`src/design/gre_hp_pkg.sv`:
```
// shared types, flag masks and header-length helpers for the gre header parser
`default_nettype none
package gre_hp_pkg;

  localparam logic [15:0] FlagChecksum  = 16'h8000;
  localparam logic [15:0] FlagRouting   = 16'h4000;
  localparam logic [15:0] FlagKey       = 16'h2000;
  localparam logic [15:0] FlagSequence  = 16'h1000;
  localparam logic [15:0] FlagAck       = 16'h0080;
  localparam logic [15:0] VersionMask   = 16'h0007;
  localparam logic [15:0] VersionPptp   = 16'h0001;
  localparam logic [15:0] TypeErspan    = 16'h88be;
  localparam logic [15:0] EthCodeReset  = 16'd65530;

  typedef struct packed {
    logic [7:0] data_byte;
    logic       last_byte;
  } in_item_t;

  typedef struct packed {
    logic        status;
    logic [15:0] payload_offset;
    logic [15:0] payload_type;
  } res_item_t;

  function automatic logic is_pptp(input logic [15:0] flags);
    is_pptp = (flags & VersionMask) == VersionPptp;
  endfunction

  function automatic logic has_routing(input logic [15:0] flags);
    has_routing = !is_pptp(flags) && ((flags & FlagRouting) != 16'h0);
  endfunction

  // bytes of optional words after the type field
  function automatic logic [7:0] fixed_skip(input logic [15:0] flags);
    logic [7:0] n;
    n = 8'd0;
    if (is_pptp(flags)) begin
      n = 8'd4;
      if ((flags & FlagSequence) != 16'h0) n = n + 8'd4;
      if ((flags & FlagAck) != 16'h0) n = n + 8'd4;
    end else begin
      if ((flags & (FlagChecksum | FlagRouting)) != 16'h0) n = n + 8'd4;
      if ((flags & FlagKey) != 16'h0) n = n + 8'd4;
      if ((flags & FlagSequence) != 16'h0) n = n + 8'd4;
    end
    fixed_skip = n;
  endfunction

endpackage
`default_nettype wire

```
`src/design/gre_hp_if.sv`:
```
// valid/ready channel interfaces for packet bytes and parse results
`default_nettype none
interface gre_hp_in_if;
  logic       valid;
  logic       ready;
  logic [7:0] data_byte;
  logic       last_byte;

  modport source (output valid, output data_byte, output last_byte, input ready);
  modport sink (input valid, input data_byte, input last_byte, output ready);
endinterface

interface gre_hp_out_if;
  logic        valid;
  logic        ready;
  logic        status;
  logic [15:0] payload_offset;
  logic [15:0] payload_type;

  modport source (output valid, output status, output payload_offset,
                  output payload_type, input ready);
  modport sink (input valid, input status, input payload_offset,
                input payload_type, output ready);
endinterface
`default_nettype wire

```
`src/design/gre_hp_parser.sv`:
```
// per-packet parse state and the one-byte step of the header walk
`default_nettype none
module gre_hp_parser #(
  parameter int unsigned OFFSET_WIDTH = 16
) (
  input  wire                     clk_i,
  input  wire                     rst_ni,
  input  wire                     step_i,
  input  gre_hp_pkg::in_item_t    item_i,
  input  wire  [15:0]             eth_code_i,
  output logic                    res_valid_o,
  output gre_hp_pkg::res_item_t   res_o
);
  import gre_hp_pkg::*;

  localparam logic [15:0] OffsetLimit = (OFFSET_WIDTH >= 16) ? 16'hFFFF :
                                        16'((64'd1 << OFFSET_WIDTH) - 64'd1);

  localparam logic [2:0] PH_FLAGS_HI = 3'd0;
  localparam logic [2:0] PH_FLAGS_LO = 3'd1;
  localparam logic [2:0] PH_TYPE_HI  = 3'd2;
  localparam logic [2:0] PH_TYPE_LO  = 3'd3;
  localparam logic [2:0] PH_SKIP     = 3'd4;
  localparam logic [2:0] PH_SRE_HEAD = 3'd5;
  localparam logic [2:0] PH_SRE_LEN  = 3'd6;
  localparam logic [2:0] PH_SRE_BODY = 3'd7;

  logic [2:0]  phase_q, phase_d;
  logic [15:0] flags_q, flags_d;
  logic [15:0] type_q, type_d;
  logic [15:0] pos_q, pos_d;
  logic [7:0]  skip_q, skip_d;
  logic        done_q, done_d;
  logic        complete;
  logic        clear_pkt;
  logic [7:0]  skip_dec;

  assign skip_dec = skip_q - 8'd1;

  always_comb begin
    phase_d     = phase_q;
    flags_d     = flags_q;
    type_d      = type_q;
    pos_d       = pos_q;
    skip_d      = skip_q;
    done_d      = done_q;
    complete    = 1'b0;
    clear_pkt   = 1'b0;
    res_valid_o = 1'b0;
    res_o       = '0;
    if (step_i) begin
      if (done_q) begin
        // header already reported, drop bytes until the packet ends
        clear_pkt = item_i.last_byte;
      end else if (pos_q >= OffsetLimit) begin
        res_valid_o   = 1'b1;
        res_o.status  = 1'b1;
        clear_pkt     = item_i.last_byte;
        done_d        = 1'b1;
      end else begin
        pos_d = pos_q + 16'd1;
        unique case (phase_q)
          PH_FLAGS_HI: begin
            flags_d = {item_i.data_byte, 8'h00};
            phase_d = PH_FLAGS_LO;
          end
          PH_FLAGS_LO: begin
            flags_d = {flags_q[15:8], item_i.data_byte};
            phase_d = PH_TYPE_HI;
          end
          PH_TYPE_HI: begin
            type_d  = {item_i.data_byte, 8'h00};
            phase_d = PH_TYPE_LO;
          end
          PH_TYPE_LO: begin
            type_d = {type_q[15:8], item_i.data_byte};
            skip_d = fixed_skip(flags_q);
            if (skip_d != 8'd0) begin
              phase_d = PH_SKIP;
            end else if (has_routing(flags_q)) begin
              phase_d = PH_SRE_HEAD;
              skip_d  = 8'd3;
            end else begin
              complete = 1'b1;
            end
          end
          PH_SKIP: begin
            skip_d = skip_dec;
            if (skip_dec == 8'd0) begin
              if (has_routing(flags_q)) begin
                phase_d = PH_SRE_HEAD;
                skip_d  = 8'd3;
              end else begin
                complete = 1'b1;
              end
            end
          end
          PH_SRE_HEAD: begin
            skip_d = skip_dec;
            if (skip_dec == 8'd0) phase_d = PH_SRE_LEN;
          end
          PH_SRE_LEN: begin
            if (item_i.data_byte == 8'd0) begin
              complete = 1'b1;
            end else begin
              skip_d  = item_i.data_byte;
              phase_d = PH_SRE_BODY;
            end
          end
          PH_SRE_BODY: begin
            skip_d = skip_dec;
            if (skip_dec == 8'd0) begin
              phase_d = PH_SRE_HEAD;
              skip_d  = 8'd3;
            end
          end
        endcase
        if (complete) begin
          res_valid_o          = 1'b1;
          res_o.status         = 1'b0;
          res_o.payload_offset = pos_d;
          // erspan type i without sequence carries bare ethernet
          res_o.payload_type   = (type_d == TypeErspan &&
                                  (flags_q & FlagSequence) == 16'h0) ?
                                 eth_code_i : type_d;
          done_d               = 1'b1;
          clear_pkt            = item_i.last_byte;
        end else if (item_i.last_byte) begin
          res_valid_o  = 1'b1;
          res_o.status = 1'b1;
          clear_pkt    = 1'b1;
        end
      end
    end
    if (clear_pkt) begin
      phase_d = PH_FLAGS_HI;
      flags_d = '0;
      type_d  = '0;
      pos_d   = '0;
      skip_d  = '0;
      done_d  = 1'b0;
    end
  end

  always_ff @(posedge clk_i or negedge rst_ni) begin
    if (!rst_ni) begin
      phase_q <= PH_FLAGS_HI;
      flags_q <= '0;
      type_q  <= '0;
      pos_q   <= '0;
      skip_q  <= '0;
      done_q  <= 1'b0;
    end else begin
      phase_q <= phase_d;
      flags_q <= flags_d;
      type_q  <= type_d;
      pos_q   <= pos_d;
      skip_q  <= skip_d;
      done_q  <= done_d;
    end
  end

endmodule
`default_nettype wire

```
`src/design/gre_header_parser.sv`:
```
// gre header parser top level: input register, parse step, result register
//
// usage:
//   in_i carries one packet byte per transfer (data_byte, last_byte marks the
//   final byte of a packet). out_o gives one result per packet: status 0 with
//   payload_offset (header length in bytes) and payload_type, or status 1
//   with zero offset and type when the packet ends inside the header or the
//   header runs past the offset limit. cfg_we_i/cfg_wdata_i write the type
//   code reported for erspan type i payloads; write it only while idle.
//   throughput: one byte per cycle while out_o is not stalled; the parse step is
//   combinational. each byte's result reaches out_o through two registers,
//   the input register and then the result register.
//   reset clears the parse state and the result register and restores the
//   ethernet type code to 65530.
//   when out_o stalls with a result waiting, the byte in the input register
//   waits as well; in_i ready drops once that register is full and rises
//   again in the cycle the result is taken. nothing is lost or repeated.
`default_nettype none
module gre_header_parser #(
  parameter int unsigned OFFSET_WIDTH = 16
) (
  input  wire               clk_i,
  input  wire               rst_ni,
  gre_hp_in_if.sink         in_i,
  gre_hp_out_if.source      out_o,
  input  wire               cfg_we_i,
  input  wire  [15:0]       cfg_wdata_i
);
  import gre_hp_pkg::*;

  // configuration register
  logic [15:0] eth_code_q;

  always_ff @(posedge clk_i or negedge rst_ni) begin
    if (!rst_ni) begin
      eth_code_q <= EthCodeReset;
    end else if (cfg_we_i) begin
      eth_code_q <= cfg_wdata_i;
    end
  end

  // input register
  logic      in_vld_q;
  in_item_t  in_item_q;
  logic      in_xfer;
  logic      step;

  // result register
  logic      out_vld_q;
  res_item_t out_item_q;
  logic      res_valid;
  res_item_t res;

  // step the byte when the result register is free or draining this cycle
  assign step       = in_vld_q && (!out_vld_q || out_o.ready);
  assign in_i.ready = !in_vld_q || step;
  assign in_xfer    = in_i.valid && in_i.ready;

  always_ff @(posedge clk_i or negedge rst_ni) begin
    if (!rst_ni) begin
      in_vld_q <= 1'b0;
    end else if (in_xfer) begin
      in_vld_q <= 1'b1;
    end else if (step) begin
      in_vld_q <= 1'b0;
    end
  end

  always_ff @(posedge clk_i) begin
    if (in_xfer) begin
      in_item_q.data_byte <= in_i.data_byte;
      in_item_q.last_byte <= in_i.last_byte;
    end
  end

  gre_hp_parser #(
    .OFFSET_WIDTH (OFFSET_WIDTH)
  ) u_parser (
    .clk_i       (clk_i),
    .rst_ni      (rst_ni),
    .step_i      (step),
    .item_i      (in_item_q),
    .eth_code_i  (eth_code_q),
    .res_valid_o (res_valid),
    .res_o       (res)
  );

  always_ff @(posedge clk_i or negedge rst_ni) begin
    if (!rst_ni) begin
      out_vld_q <= 1'b0;
    end else if (step && res_valid) begin
      out_vld_q <= 1'b1;
    end else if (out_o.ready) begin
      out_vld_q <= 1'b0;
    end
  end

  always_ff @(posedge clk_i) begin
    if (step && res_valid) begin
      out_item_q <= res;
    end
  end

  assign out_o.valid          = out_vld_q;
  assign out_o.status         = out_item_q.status;
  assign out_o.payload_offset = out_item_q.payload_offset;
  assign out_o.payload_type   = out_item_q.payload_type;

  // a corrupt report carries no offset and no type
  assert property (@(posedge clk_i) disable iff (!rst_ni)
    (out_vld_q && out_item_q.status) |->
      (out_item_q.payload_offset == 16'd0 && out_item_q.payload_type == 16'd0))
    else $error("corrupt result with nonzero fields");

  // a good header is at least the flags and type words
  assert property (@(posedge clk_i) disable iff (!rst_ni)
    (out_vld_q && !out_item_q.status) |-> (out_item_q.payload_offset >= 16'd4))
    else $error("ok result shorter than base header");

  // input only stalls behind a held byte that cannot step
  assert property (@(posedge clk_i) disable iff (!rst_ni)
    !in_i.ready |-> (in_vld_q && out_vld_q && !out_o.ready))
    else $error("input stalled without cause");

endmodule
`default_nettype wire

```
`src/flat_wrapper.sv`:
```
// flat-port wrapper written by rule: the top's interface ports become plain ports
module gre_header_parser_flat import gre_hp_pkg::*;
#(
  parameter int unsigned OFFSET_WIDTH = 16
)
  (clk_i, rst_ni, cfg_we_i, cfg_wdata_i, in_i_valid, in_i_data_byte, in_i_last_byte, in_i_ready, out_o_valid, out_o_status, out_o_payload_offset, out_o_payload_type, out_o_ready);
  gre_hp_in_if in_i_i ();
  gre_hp_out_if out_o_i ();
  input  wire clk_i;
  input  wire rst_ni;
  input  wire cfg_we_i;
  input  wire  [15:0] cfg_wdata_i;
  input wire logic [$bits(in_i_i.valid)-1:0] in_i_valid;
  input wire logic [$bits(in_i_i.data_byte)-1:0] in_i_data_byte;
  input wire logic [$bits(in_i_i.last_byte)-1:0] in_i_last_byte;
  output wire logic [$bits(in_i_i.ready)-1:0] in_i_ready;
  output wire logic [$bits(out_o_i.valid)-1:0] out_o_valid;
  output wire logic [$bits(out_o_i.status)-1:0] out_o_status;
  output wire logic [$bits(out_o_i.payload_offset)-1:0] out_o_payload_offset;
  output wire logic [$bits(out_o_i.payload_type)-1:0] out_o_payload_type;
  input wire logic [$bits(out_o_i.ready)-1:0] out_o_ready;
  assign in_i_i.valid = in_i_valid;
  assign in_i_i.data_byte = in_i_data_byte;
  assign in_i_i.last_byte = in_i_last_byte;
  assign in_i_ready = in_i_i.ready;
  assign out_o_valid = out_o_i.valid;
  assign out_o_status = out_o_i.status;
  assign out_o_payload_offset = out_o_i.payload_offset;
  assign out_o_payload_type = out_o_i.payload_type;
  assign out_o_i.ready = out_o_ready;
  gre_header_parser #(.OFFSET_WIDTH(OFFSET_WIDTH)) u_core (.clk_i(clk_i), .rst_ni(rst_ni), .in_i(in_i_i), .out_o(out_o_i), .cfg_we_i(cfg_we_i), .cfg_wdata_i(cfg_wdata_i));
endmodule
```
`config.mk`:
```
export PLATFORM = sky130hd
export DESIGN_NAME = gre_header_parser_flat
export DESIGN_NICKNAME = d
export VERILOG_FILES = /design/src/design/gre_hp_pkg.sv /design/src/design/gre_hp_if.sv /design/src/design/gre_hp_parser.sv /design/src/design/gre_header_parser.sv /design/src/flat_wrapper.sv
export SDC_FILE = /design/constraint.sdc
export NUM_CORES = 1
export LEC_CHECK = 0
export BUFFER_PORTS_ARGS = -buffer_cell sky130_fd_sc_hd__buf_2
export CAP_MARGIN = 30
export CORE_UTILIZATION = 42
export DETAILED_ROUTE_END_ITERATION = 16
export PLACE_DENSITY_LB_ADDON = 0.15
export SYNTH_ARGS = -nofsm -noshare
export SYNTH_HDL_FRONTEND = slang
export SYNTH_HIERARCHICAL = 1
export SYNTH_SLANG_ARGS = --single-unit
```
`constraint.sdc`:
```
create_clock -name clk_i -period 10.7 [get_ports clk_i]
set_input_delay 0 -clock clk_i [delete_from_list [all_inputs] [get_ports clk_i]]
set_output_delay 0 -clock clk_i [all_outputs]
set_load 0.01 [all_outputs]
```
==> metrics.md <==
| Metric | Value |
|---|---|
| Longest Clk Path Bufs | `2` |
| Clk_lat worst skew | `0.35 ns` |
| Top post-synthesis cells by count | `59 x nor2_1, 56 x dfrtp_1, 46 x nand2_1` |
| Post-CTS Setup Inserts | `0` |
| DR vias/cell | `5.487` |
| Crit end category | `flop` |
| Final Hold Viols | `0` |
| Run status | `completed` |
| # port buffers | `64` |
| GRT Util Overall | `19.91%` |
| Clock sink total | `112` |
| Least-Margin Pin Slew | `1.113 ns` |
| CP peak stage delay | `0.75 ns` |
| Hold_buf cts | `29` |
| Cells after synthesis | `540` |
| MaxCap Viol Count | `0` |
| Syn_nets | `576` |
| Setup violators final | `0` |
| Sw power | `0.3832 mW` |
| Total Power | `1.189 mW` |
| CP arrival | `3.33 ns` |
| Top-area cell type share of the netlist area | `24.10%` |
| Slew headroom | `25.66%` |
| DR iter-0 viols | `324` |
| Final Wtd Congestion | `0.9175` |
| Final wirelength | `13430 um` |
| Seq pwr share | `45.4%` |
| Static leakage | `2.727 nW` |
| Final worst path period share | `30.30%` |
| DRC viols | `0` |
| Yosys synthesis warning count | `6` |
| CP Cell Sequence | `buf_4 -> nor3b_4 -> mux2i_1 -> and2_0 -> nand4_1 -> nor2_1 -> nor3_1` |
| Pwr dens | `174.9 nW/um^2` |
| GRT Residual Overflow | `0` |
| Clk_skew | `0.004414 ns` |
| Part of the power in combinational logic | `26.4%` |
| WS Path Type | `reg2reg` |
| Hold WS | `0.04930 ns` |
| Netlist cell types | `73` |
| Wirelength per Cell | `16.85 um` |
| CTS tree | `done` |
| Antenna diode count | `0` |
| Mapped cell area | `5816 sq um` |
| Pre-antenna DRT Iters | `6` |
| Setup ws final | `7.458 ns` |
| H-Tree Depth | `3` |
| Post-Place Setup Slack | `7.503 ns` |
| Power share of the clock group | `28.2%` |
| VDD IR-drop max | `118.5 uV` |
| Min-delay worst type | `in2async` |
| Post-synth ARST share | `62.50%` |
| Synth top area cells | `dfrtp_1 24%, edfxtp_1 22%, dfstp_2 6.3%` |
| Post-cts sizing count | `0` |
| Sequential-to-total area share from yosys stat | `52.11%` |
| Total I/O pin count | `65` |
| Core area | `13350 sq um` |
| CTS Buf Count | `9` |
| Fin. max-slew vios | `0` |
| Via Count | `4373` |
| Sw Ratio | `32.23%` |
| Fin crit period | `3.242 ns` |
| CP max FO | `25` |
| Nets@finish | `652` |
| Top_reg_cell synth | `dfrtp_1` |
| Antenna-violating nets left | `0` |
| Most numerous cell in the Yosys netlist | `nor2_1` |
| Slowest cell on the critical path | `mux2i_1` |
| Area grow syn2layout | `16.87%` |
| Antenna violations before repair | `0` |
| First-pass GRT wire length | `22090 um` |
| Largest net degree at the start of global routing | `71` |
| Syn Area/Cell | `10.77 sq um` |
| RSZ-0062 raised after global routing | `false` |
| Number of global-route vias before repair | `4228` |
| Required time of the worst setup path | `10.79 ns` |
| CP Launch Type | `flop` |
| Max Clk Rate | `308.4 MHz` |
| Area leader, netlist | `dfrtp_1` |
| Setup TNS | `0 ns` |
| CTS clk-pin slew, worst paths | `0.07 ns` |
| Final HPWL DP | `9014 um` |
| CP delay by family, top | `simple AND/OR/NAND/NOR gates` |
| Die height | `119.7 um` |
| Yosys reg bits | `112` |
| Num rows | `42` |
| EDFF count, synth | `42` |
| P_int | `0.8055 mW` |
| Ratio of cells with drive above 1 in the final layout | `22.06%` |
| Die W | `119.7 um` |
| Initial Util | `43.57%` |
| CP bufs+invs | `1` |
| Root Buffer | `clkbuf_16` |
| DIE AREA | `14320 sq um` |
[cell type report]
type,count,area [sq um]
clock buffer,13,250.2
clock inverter,3,41.29
fill,1186,6551
inverter,12,45.04
multi-input combinational,382,2526
sequential,112,3030
tap,176,220.2
timing repair buffer,99,683.2
[path summary, 6_finish.rpt]
check / start / slack (ns) / cells after the start / to
setup / recovery: u_core/u_parser/phase_q[2] / 7.46 / 7 / u_core/out_o.payload_type[4]
hold / removal: rst_ni / 0.05 / 3 / u_core/u_parser/pos_q[0]
setup reg to reg: u_core/u_parser/phase_q[2] / 7.46 / 7 / u_core/out_o.payload_type[4]
hold reg to reg: u_core/u_parser/type_q[4] / 0.49 / 2 / u_core/u_parser/type_q[4]
max in group asynchronous: rst_ni / 10.07 / 4 / u_core/eth_code_q[10]
min in group clk_i: cfg_we_i / 0.19 / 2 / u_core/eth_code_q[7]
[worst register-to-register path, cell delays in order (launching register included)]
cell,delay (ns)
dfrtp_1,0.51
buf_4,0.28
nor3b_4,0.64
mux2i_1,0.75
and2_0,0.23
nand4_1,0.31
nor2_1,0.21
nor3_1,0.07
[routing by layer]
| layer | wire length (um) | vias up | track usage, % |
|---|---|---|---|
| met5 | 0 | - | 0 |
| met4 | 287 | 0 | 7.734 |
| met3 | 587 | 23 | 4.373 |
| met2 | 6036 | 114 | 30.17 |
| met1 | 6516 | 2120 | 27.75 |
| li1 | - | 2116 | - |
[logic make-up (layout without fill, tap and decap cells)]
family | Yosys count | count (layout) | share of synthesized area, %
AND/OR/NAND/NOR | 204 | 204 | 18.74
XOR/XNOR | 20 | 20 | 3.012
buffers and inverters | 46 | 127 | 4.496
multiplexers | 29 | 29 | 5.981
adder cells (fa/ha/maj) | 6 | 6 | 1.291
flip-flops | 112 | 112 | 52.11
AO/OA/AOI/OAI | 123 | 123 | 14.37
[power by group through the flow]
stage	combinational, mW	sequential [mW]	clock (mW)
2_1_floorplan	0.262	0.517	0
3_3_place_gp	0.296	0.544	0
3_5_place_dp	0.302	0.547	0
4_1_cts	0.312	0.538	0.345
5_1_grt	0.347	0.545	0.360
6_report	0.314	0.539	0.336
[placed cells by master (no fill, tap or decap), types with 9 or more instances in the layout]
master,n
buf_2,64
nor2_1,59
dfrtp_1,56
nand2_1,46
edfxtp_1,42
o21ai_0,37
dlygate4sd3_1,29
a21oi_1,25
nand3_1,20
nor3_1,16
dfstp_2,14
mux2i_1,13
inv_1,12
xor2_1,11
a22o_1,11
mux2_4,10
clkbuf_16,9
xnor2_1,9
o31ai_1,9
[through the flow]
step                      instance area [sq um]  cells  utilization (%)
after floorplan                            5816    540                -
after CTS                                  6769    796            50.71
final                                      6797    797            50.92
after global placement                     6172    750            46.24
after global routing                       6797    797            50.92
after detailed placement                   6187    751            46.35
[state kept, by name (all words and copies together) (netlist names), 3 cells and up]
register                     count
u_core/u_parser/type_q          16
u_core/out_o.payload_offset     16
u_core/out_o.payload_type       16
u_core/in_item_q                 9
u_core/eth_code_q               16
u_core/u_parser/phase_q          3
u_core/u_parser/skip_q           8
u_core/u_parser/flags_q          8
u_core/u_parser/pos_q           16
No activity file was read; power rests on OpenSTA's default activity.
